--- config.mk ---
export PLATFORM = sky130hd
export DESIGN_NAME = barcode_row_consistency_checker_top
export DESIGN_NICKNAME = d
export VERILOG_FILES = /design/src/hw/rtl/brc_pkg.sv /design/src/hw/rtl/brc_front.sv /design/src/hw/rtl/brc_queue.sv /design/src/hw/rtl/brc_back.sv /design/src/hw/rtl/barcode_row_consistency_checker_top.sv
export SDC_FILE = /design/constraint.sdc
export NUM_CORES = 1
export LEC_CHECK = 0
export BUFFER_PORTS_ARGS = -buffer_cell sky130_fd_sc_hd__buf_2
export CORE_ASPECT_RATIO = 1.4
export CORE_MARGIN = 1
export CORE_UTILIZATION = 40
export CTS_CLUSTER_DIAMETER = 120
export DETAILED_ROUTE_END_ITERATION = 16
export SLEW_MARGIN = 30
export SYNTH_ARGS = -nofsm -noshare
export SYNTH_HDL_FRONTEND = slang
export SYNTH_SLANG_ARGS = --single-unit
export TNS_END_PERCENT = 30
--- constraint.sdc ---
create_clock -name clk -period 12.8 [get_ports clk]
set_input_delay 1.92 -clock clk [delete_from_list [all_inputs] [get_ports clk]]
set_output_delay 1.92 -clock clk [all_outputs]
set_load 0.02 [all_outputs]
--- src/hw/rtl/brc_pkg.sv ---
// shared types and codes for the barcode row consistency checker
package brc_pkg;

	// configuration register indexes
	localparam logic [1:0] REG_IMAGE_WIDTH  = 2'd0;
	localparam logic [1:0] REG_IMAGE_HEIGHT = 2'd1;
	localparam logic [1:0] REG_QUIET_MARGIN = 2'd2;
	localparam logic [1:0] REG_MODULE_WIDTH = 2'd3;

	// result kinds
	localparam logic KIND_BAR    = 1'b0;
	localparam logic KIND_STATUS = 1'b1;

	// status codes
	localparam logic [1:0] STATUS_OK     = 2'd0;
	localparam logic [1:0] STATUS_ERROR  = 2'd1;
	localparam logic [1:0] STATUS_LAYOUT = 2'd2;

	// queue between classification and output sequencing
	localparam int QDEPTH = 4;
	localparam int QPW    = $clog2(QDEPTH);
	localparam int QLW    = $clog2(QDEPTH + 1);

	// configuration register set
	typedef struct packed {
		logic [12:0] image_width;
		logic [12:0] image_height;
		logic [10:0] quiet_margin;
		logic [5:0]  module_width;
	} cfg_t;

	// one queue entry: the results caused by one pixel
	typedef struct packed {
		logic       has_bar;
		logic [6:0] bar_index;
		logic       bar_value;
		logic       has_status;
		logic [1:0] status;
	} entry_t;

endpackage

--- src/hw/rtl/brc_front.sv ---
// pixel classification: raster counters, reference store and sticky error
module brc_front
	import brc_pkg::*;
#(
	parameter int BARS_PER_ROW = 67,
	parameter int MAX_DIM      = 4096
) (
	input  logic           clk,
	input  logic           arst_n,
	input  cfg_t           cfg,
	input  logic           in_valid,
	output logic           in_stall,
	input  logic           pixel,
	input  logic [QLW-1:0] q_level,
	output logic           push,
	output entry_t         push_entry
);

	localparam int DW    = $clog2(MAX_DIM + 1);
	localparam int CW    = (DW > 13) ? DW : 13;
	localparam int CNT_W = $clog2(MAX_DIM);
	localparam int BAR_W = $clog2(BARS_PER_ROW + 1);
	localparam int IDX_W = (BARS_PER_ROW > 1) ? $clog2(BARS_PER_ROW) : 1;
	localparam int NW    = $clog2(BARS_PER_ROW * 63 + 2 * 2047 + 1);
	localparam int LW    = (NW > CW) ? NW : CW;

	logic [CNT_W-1:0] col_q, row_q;
	logic [5:0]       phase_q;
	logic [BAR_W-1:0] bar_q;
	logic             err_q;
	logic             ref_mem [BARS_PER_ROW];

	logic             v_s1, px_s1, rd_s1, zero_chk_s1, ref_chk_s1, smp_s1, final_s1;
	logic [BAR_W-1:0] bar_s1;

	logic             accept;
	logic [CW-1:0]    w_e, h_e, m_x, col_x, row_x, col_e, row_e;
	logic [CW:0]      row_plus_m;
	logic [5:0]       mw_e, phase_c, phase_inc;
	logic [BAR_W-1:0] bar_c;
	logic             checked, ref_row, in_margin, active, mod_start;
	logic             zero_chk, ref_chk, smp, row_end, img_end;
	logic [5:0]       phase_n;
	logic [BAR_W-1:0] bar_n;
	logic [CNT_W-1:0] col_n, row_n;
	logic [IDX_W-1:0] idx;

	logic [LW-1:0]    need, w_l;
	logic             layout_bad, err_now;

	// credit check against queue room, counting the pixel in flight
	assign in_stall = (QLW'(q_level + QLW'(v_s1))) >= QLW'(QDEPTH);
	assign accept   = in_valid && !in_stall;

	// effective register values
	always_comb begin
		w_e = CW'(cfg.image_width);
		if (w_e == '0) w_e = CW'(1);
		else if (w_e > CW'(MAX_DIM)) w_e = CW'(MAX_DIM);
		h_e = CW'(cfg.image_height);
		if (h_e == '0) h_e = CW'(1);
		else if (h_e > CW'(MAX_DIM)) h_e = CW'(MAX_DIM);
		mw_e = (cfg.module_width == '0) ? 6'd1 : cfg.module_width;
		m_x  = CW'(cfg.quiet_margin);
	end

	// classify the incoming pixel against the counters
	always_comb begin
		col_x      = CW'(col_q);
		row_x      = CW'(row_q);
		row_plus_m = {1'b0, row_x} + {1'b0, m_x};
		checked    = (row_x >= m_x) && (row_plus_m < {1'b0, h_e});
		ref_row    = (row_x == m_x);
		col_e      = (col_x >= w_e) ? w_e - CW'(1) : col_x;
		row_e      = (row_x >= h_e) ? h_e - CW'(1) : row_x;
		bar_c      = (col_e == '0) ? '0 : bar_q;
		phase_c    = (col_e == '0) ? '0 : phase_q;
		in_margin  = col_e < m_x;
		active     = bar_c < BAR_W'(BARS_PER_ROW);
		mod_start  = !in_margin && active && (phase_c == '0);
		zero_chk   = checked && (in_margin || !active);
		ref_chk    = checked && !ref_row && mod_start;
		smp        = ref_row && mod_start;
		idx        = bar_c[IDX_W-1:0];
		phase_inc  = phase_c + 6'd1;
		phase_n    = phase_c;
		bar_n      = bar_c;
		if (!in_margin && active) begin
			if (phase_inc >= mw_e) begin
				phase_n = '0;
				bar_n   = bar_c + BAR_W'(1);
			end else begin
				phase_n = phase_inc;
			end
		end
		row_end = (col_e + CW'(1)) >= w_e;
		img_end = row_end && ((row_e + CW'(1)) >= h_e);
		col_n   = row_end ? '0 : CNT_W'(col_e + CW'(1));
		if (!row_end) row_n = CNT_W'(row_e);
		else if (img_end) row_n = '0;
		else row_n = CNT_W'(row_e + CW'(1));
		if (row_end) begin
			phase_n = '0;
			bar_n   = '0;
		end
	end

	// counters and the first pipeline stage
	always_ff @(posedge clk or negedge arst_n) begin
		if (!arst_n) begin
			col_q   <= '0;
			row_q   <= '0;
			phase_q <= '0;
			bar_q   <= '0;
			v_s1    <= 1'b0;
		end else begin
			v_s1 <= accept;
			if (accept) begin
				col_q   <= col_n;
				row_q   <= row_n;
				phase_q <= phase_n;
				bar_q   <= bar_n;
			end
		end
	end

	// stage payload
	always_ff @(posedge clk) begin
		if (accept) begin
			px_s1       <= pixel;
			zero_chk_s1 <= zero_chk;
			ref_chk_s1  <= ref_chk;
			smp_s1      <= smp;
			final_s1    <= img_end;
			bar_s1      <= bar_c;
		end
	end

	// reference store, read with a registered port
	always_ff @(posedge clk) begin
		if (accept) begin
			rd_s1 <= ref_mem[idx];
			if (smp) ref_mem[idx] <= pixel;
		end
	end

	// layout check and error accumulation
	always_comb begin
		need       = LW'(BARS_PER_ROW) * LW'(mw_e) + LW'({cfg.quiet_margin, 1'b0});
		w_l        = LW'(w_e);
		layout_bad = (need > w_l) || (m_x >= h_e);
		err_now    = err_q || (zero_chk_s1 && px_s1) || (ref_chk_s1 && (rd_s1 != px_s1));
	end

	always_ff @(posedge clk or negedge arst_n) begin
		if (!arst_n) begin
			err_q <= 1'b0;
		end else if (v_s1) begin
			err_q <= final_s1 ? 1'b0 : err_now;
		end
	end

	// hand the results of this pixel to the queue
	always_comb begin
		push                  = v_s1 && (smp_s1 || final_s1);
		push_entry.has_bar    = smp_s1;
		push_entry.bar_index  = 7'(bar_s1);
		push_entry.bar_value  = px_s1;
		push_entry.has_status = final_s1;
		if (layout_bad) push_entry.status = STATUS_LAYOUT;
		else if (err_now) push_entry.status = STATUS_ERROR;
		else push_entry.status = STATUS_OK;
	end

endmodule

--- src/hw/rtl/brc_queue.sv ---
// small entry queue between classification and output sequencing
module brc_queue
	import brc_pkg::*;
(
	input  logic           clk,
	input  logic           arst_n,
	input  logic           push,
	input  entry_t         push_entry,
	input  logic           pop,
	output logic           head_valid,
	output entry_t         head,
	output logic [QLW-1:0] level
);

	entry_t           mem_q [QDEPTH];
	logic [QPW-1:0]   wr_q, rd_q;
	logic [QLW-1:0]   count_q;

	assign head_valid = count_q != '0;
	assign head       = mem_q[rd_q];
	assign level      = count_q;

	// pointers and fill level
	always_ff @(posedge clk or negedge arst_n) begin
		if (!arst_n) begin
			wr_q    <= '0;
			rd_q    <= '0;
			count_q <= '0;
		end else begin
			if (push) wr_q <= wr_q + QPW'(1);
			if (pop) rd_q <= rd_q + QPW'(1);
			count_q <= count_q + QLW'(push) - QLW'(pop);
		end
	end

	// entry storage
	always_ff @(posedge clk) begin
		if (push) mem_q[wr_q] <= push_entry;
	end

endmodule

--- src/hw/rtl/brc_back.sv ---
// output sequencer: turns queue entries into one or two result requests
module brc_back
	import brc_pkg::*;
(
	input  logic       clk,
	input  logic       arst_n,
	input  logic       head_valid,
	input  entry_t     head,
	output logic       pop,
	output logic       out_valid,
	input  logic       out_stall,
	output logic       kind,
	output logic [6:0] bar_index,
	output logic       bar_value,
	output logic [1:0] status,
	output logic       last
);

	logic       out_valid_q, part_q, load, bar_part;
	logic       kind_q, bar_value_q, last_q;
	logic [6:0] bar_index_q;
	logic [1:0] status_q;

	// bar sample goes out first, status after it
	assign load     = head_valid && (!out_valid_q || !out_stall);
	assign bar_part = head.has_bar && !part_q;
	assign pop      = load && (!bar_part || !head.has_status);

	always_ff @(posedge clk or negedge arst_n) begin
		if (!arst_n) begin
			out_valid_q <= 1'b0;
			part_q      <= 1'b0;
		end else if (load) begin
			out_valid_q <= 1'b1;
			part_q      <= bar_part && head.has_status;
		end else if (!out_stall) begin
			out_valid_q <= 1'b0;
		end
	end

	// output register payload
	always_ff @(posedge clk) begin
		if (load) begin
			if (bar_part) begin
				kind_q      <= KIND_BAR;
				bar_index_q <= head.bar_index;
				bar_value_q <= head.bar_value;
				status_q    <= STATUS_OK;
				last_q      <= !head.has_status;
			end else begin
				kind_q      <= KIND_STATUS;
				bar_index_q <= '0;
				bar_value_q <= 1'b0;
				status_q    <= head.status;
				last_q      <= 1'b1;
			end
		end
	end

	assign out_valid = out_valid_q;
	assign kind      = kind_q;
	assign bar_index = bar_index_q;
	assign bar_value = bar_value_q;
	assign status    = status_q;
	assign last      = last_q;

endmodule

--- src/hw/rtl/barcode_row_consistency_checker_top.sv ---
// top level: configuration registers, classifier, queue and output sequencer
// path: a pixel's results pass the first pipeline stage, the queue and the output register
// throughput: one pixel per cycle while in_stall is low; the counters and one reference compare set the pace
// a final pixel that also samples a bar yields two result requests, the bar sample first
// reset: asynchronous, clears counters, error flag, queue and registers to defaults
// the reference bar store is not cleared; the reference row writes it before any read
module barcode_row_consistency_checker_top
	import brc_pkg::*;
#(
	parameter int BARS_PER_ROW = 67,
	parameter int MAX_DIM      = 4096
) (
	input  logic        clk,
	input  logic        arst_n,
	input  logic        cfg_valid,
	output logic        cfg_ready,
	input  logic [1:0]  cfg_index,
	input  logic [12:0] cfg_data,
	input  logic        in_valid,
	output logic        in_stall,
	input  logic        pixel,
	output logic        out_valid,
	input  logic        out_stall,
	output logic        kind,
	output logic [6:0]  bar_index,
	output logic        bar_value,
	output logic [1:0]  status,
	output logic        last
);

	cfg_t           cfg_q;
	logic           push, pop, head_valid;
	entry_t         push_entry, head;
	logic [QLW-1:0] q_level;

	assign cfg_ready = 1'b1;

	// configuration registers
	always_ff @(posedge clk or negedge arst_n) begin
		if (!arst_n) begin
			cfg_q.image_width  <= 13'd4096;
			cfg_q.image_height <= 13'd4096;
			cfg_q.quiet_margin <= '0;
			cfg_q.module_width <= 6'd1;
		end else if (cfg_valid && cfg_ready) begin
			case (cfg_index)
				REG_IMAGE_WIDTH:  cfg_q.image_width  <= cfg_data;
				REG_IMAGE_HEIGHT: cfg_q.image_height <= cfg_data;
				REG_QUIET_MARGIN: cfg_q.quiet_margin <= cfg_data[10:0];
				REG_MODULE_WIDTH: cfg_q.module_width <= cfg_data[5:0];
				default: ;
			endcase
		end
	end

	brc_front #(
		.BARS_PER_ROW(BARS_PER_ROW),
		.MAX_DIM     (MAX_DIM)
	) u_front (
		.clk       (clk),
		.arst_n    (arst_n),
		.cfg       (cfg_q),
		.in_valid  (in_valid),
		.in_stall  (in_stall),
		.pixel     (pixel),
		.q_level   (q_level),
		.push      (push),
		.push_entry(push_entry)
	);

	brc_queue u_queue (
		.clk       (clk),
		.arst_n    (arst_n),
		.push      (push),
		.push_entry(push_entry),
		.pop       (pop),
		.head_valid(head_valid),
		.head      (head),
		.level     (q_level)
	);

	brc_back u_back (
		.clk       (clk),
		.arst_n    (arst_n),
		.head_valid(head_valid),
		.head      (head),
		.pop       (pop),
		.out_valid (out_valid),
		.out_stall (out_stall),
		.kind      (kind),
		.bar_index (bar_index),
		.bar_value (bar_value),
		.status    (status),
		.last      (last)
	);

endmodule
==> metrics.md <==
| Metric | Value |
|---|---|
| Status | completed |
| Min-Delay Path Class | flip-flop to flip-flop |
| Worst Hold Launch | u_back.out_valid |
| N_diodes | 0 |
| Synth Instances | approximately 1500 |
| Crit-path max FO | 20 |
| Post-synthesis cell area | between 0.015 and 0.02 mm2 |
| R2r setup slk | around 4100 ps |
| Horiz. Die Dim | roughly 170 um |
| DRT Pass-1 Iters | 5 |
| Worst Path Required | roughly 13000 ps |
| WL final | between 40000 and 50000 um |
| Register Area | about 0.0065 mm2 |
| Hold Fails Final Rpt | 0 |
| Yosys warns | 0 |
| Starting Density | roughly two fifths |
| CTS Buf Count | 25 |
| First-pass GRT wire length | ~67000 um |
| Tcrit/Tclk final | between 60 and 70% |
| Multi-input gate area | a little under 0.009 mm2 |
| CP arrival | ~9000 ps |
| Placed wire-length estimate | roughly 30000 um |
| CTS root buf | clkbuf_16 |
| Post-CTS Setup Bufs | 0 |
| Die Height | about 240 um |
| Startpoint Class | flip-flop |
| Min cycle time layout | 8670 ps |
| Vias in the first global route | between 10000 and 15000 |
| Synth async-reset ratio | 39.4% |
| Gpl congestion | roughly 0.94 |
| CTS sink count | about 230 |
| Cts repair resizes | 0 |
| Maxcap violations | 0 |
| CTS Hold Bufs | 0 |
| Final setup vio count | 0 |
| Share of cells above drive strength 1 | around an eighth |
| Placed Cells incl. Taps | between 2000 and 2500 |
| CTS tree | done |
| Initial antenna violation count | 0 |
| Total global routing track utilization | approximately 21% |
| Clock transition at path regs | 70 ps |
| Clk_lat worst skew | about 560 ps |
| Initial DRC Count | 728 |
| Mean Syn Cell Area | about 11 um2 |
| Via density | around 5.7 |
| RSZ-0062 raised after global routing | no |
| Worst-Margin Slew | just under 1000 ps |
| Ports | 36 |
| # nets final | roughly 1700 |
| H-tree Lvls | 1 |
| Setup Crit Path Kind | flip-flop to flip-flop |
| EDFF count, synth | 140 |
| FMAX | 0.115 GHz |
| Die area | just over 0.04 mm2 |
| Post-synth cell types | around 90 |
| Register area share after synthesis | roughly two fifths |
| Max_slew headroom | between 30% and 40% |
| Setup crit end kind | flip-flop |
| Maximum VDD drop | around 0.00011 V |
| Synth Register Bits | approximately 230 |
| Final Power | approximately 4.3 mW |
| DRT antenna net count | 0 |
| CP startpoint | cfg_q[33] |
| Input/output buffers | 34 |
| Routed via count | approximately 12000 |
| Total nets after synthesis | between 1500 and 2000 |
| Pwr Density | around 250 mW/mm2 |
| Leak | approximately 7.0 nW |
| Ys flop type | edfxtp_1 |
| Drc violations | 0 |
| Number of slew-limit violations in the final report | 0 |
| Synth-to-layout area growth | 9.41% |
| CORE AREA | 0.0387 mm2 |
| Rows | 85 |
| Final TNS setup | 0 ps |
| Fin Clk Skew | approximately 15 ps |
| WL per Instance | 20.4 um |
| Largest net degree at the start of global routing | about 70 |
| # fillers | approximately 3700 |
| Finished Layout Cells | 2050 |
| CTS max path bufs | 3 |
| R2R Path Start | cfg_q[33] |
| Overflow after GRT | 0 |
## cells in the mapped netlist (30+ instances only)
library cell | n | area (um2)
a21o_1 | 33 | 248
a21oi_1 | 80 | 400
clkbuf_1 | 41 | 154
dfrtp_1 | 88 | 2200
edfxtp_1 | 140 | 4200
ha_1 | 168 | 2100
inv_1 | 100 | 375
mux2_2 | 48 | 541
nand2_1 | 102 | 383
nand3_1 | 45 | 225
nor2_1 | 101 | 379
nor2b_1 | 30 | 188
nor3_1 | 46 | 230
o21ai_0 | 43 | 215
xnor2_1 | 39 | 342
## critical path: stages, from the launching register on
cell and delay [ps]:
dfrtp_1 490, nor4_4 600, nand4_1 230, o31ai_1 750, ha_1 210, nand2b_1 100
a31oi_1 80, o21ai_0 640, a21o_1 710, a21oi_1 250, inv_1 120, ha_1 150
inv_1 70, a2111oi_0 410, o2111ai_1 270, a2111oi_4 380, a41oi_4 390, and2_1 360
ha_1 310, ha_1 290, a21o_1 170, a21o_1 170, a21o_1 170, a21o_1 170
a21oi_1 520, nor3_4 130, a211oi_1 320, a211o_1 140
## cell type report
cell class,count,share of cell area (%)
repair buffers,45,1.49
flip-flops and latches,231,37.6
well taps,522,3.78
multi-input cells,1103,50.4
clock buffers,35,3.96
clock inverters,11,0.573
inverters,103,2.24
## registers in the layout (all words and copies together), names as in the netlist, 2 cells and up
name,cells
cfg_q,43
u_back.bar_index,7
u_back.status,2
u_front.bar_q,7
u_front.bar_s1,7
u_front.col_q,12
u_front.phase_q,6
u_front.ref_mem,67
u_front.row_q,12
u_queue.level,3
u_queue.mem_q,48
u_queue.rd_q,2
u_queue.wr_q,2
## kinds of logic (layout without fill, tap and decap cells)
group	count (synthesis)	in the layout	synth area share, %
DFF	231	231	41.1
buffers and inverters	159	194	3.91
and+or+nand+nor	465	465	15.5
AOI/OAI and AO/OA	312	312	14.0
muxes	92	92	7.96
other	1	1	0.0238
adders and majority gates	176	176	14.3
xor gates and xnor gates	57	57	3.16
## layout by cell type, fill, tap and decap left out, types with 45 or more instances in the layout
| cell | instances |
|---|---|
| nand3_1 | 45 |
| nor3_1 | 46 |
| inv_1 | 100 |
| a21oi_1 | 80 |
| edfxtp_1 | 140 |
| nand2_1 | 102 |
| dfrtp_1 | 88 |
| mux2_2 | 48 |
| ha_1 | 168 |
| nor2_1 | 101 |
## report_power, final
group	leakage, nW	internal [mW]	total, mW	switching [mW]
Combinational	4.23	0.973	2.37	1.40
Sequential	2.36	0.977	1.17	0.194
Clock	0.376	0.395	0.705	0.310
Total	6.96	2.34	4.25	1.91
## through the flow
| step | hold slack [ps] | worst slack [ps] | cell area (um2) | util, % |
|---|---|---|---|---|
| finish | 482 | 4130 | 17300 | 44.6 |
| global route | 529 | 3460 | 17300 | 44.6 |
| CTS | 488 | 4220 | 17200 | 44.5 |
| detailed placement | 474 | 4240 | 16500 | 42.5 |
| global placement | 472 | 4530 | 16500 | 42.5 |
| floorplan | 459 | 5440 | 15800 | - |
## layer usage
metal	global-route usage [%]	routed length, um	share of wire [%]	vias to the layer above
met1	26.3	17400	42	5758
met2	37.2	20900	50	259
met5	0	0	0	-
met4	10.3	1950	4.7	0
li1	-	-	-	5604
met3	2.27	1480	3.5	102
## path summary, 6_finish.rpt
| kind | cells past startpoint | to |
|---|---|---|
| worst min-delay path | 2 | u_back.out_valid |
| worst min register to register | 2 | u_back.out_valid |
| min in group asynchronous | 1 | cfg_q[7] |
| worst max-delay path | 27 | u_front.bar_q[3] |
| max in group asynchronous | 2 | u_queue.wr_q[1] |
| worst max register to register | 27 | u_front.bar_q[3] |
Power figures use the tool's default switching activity.
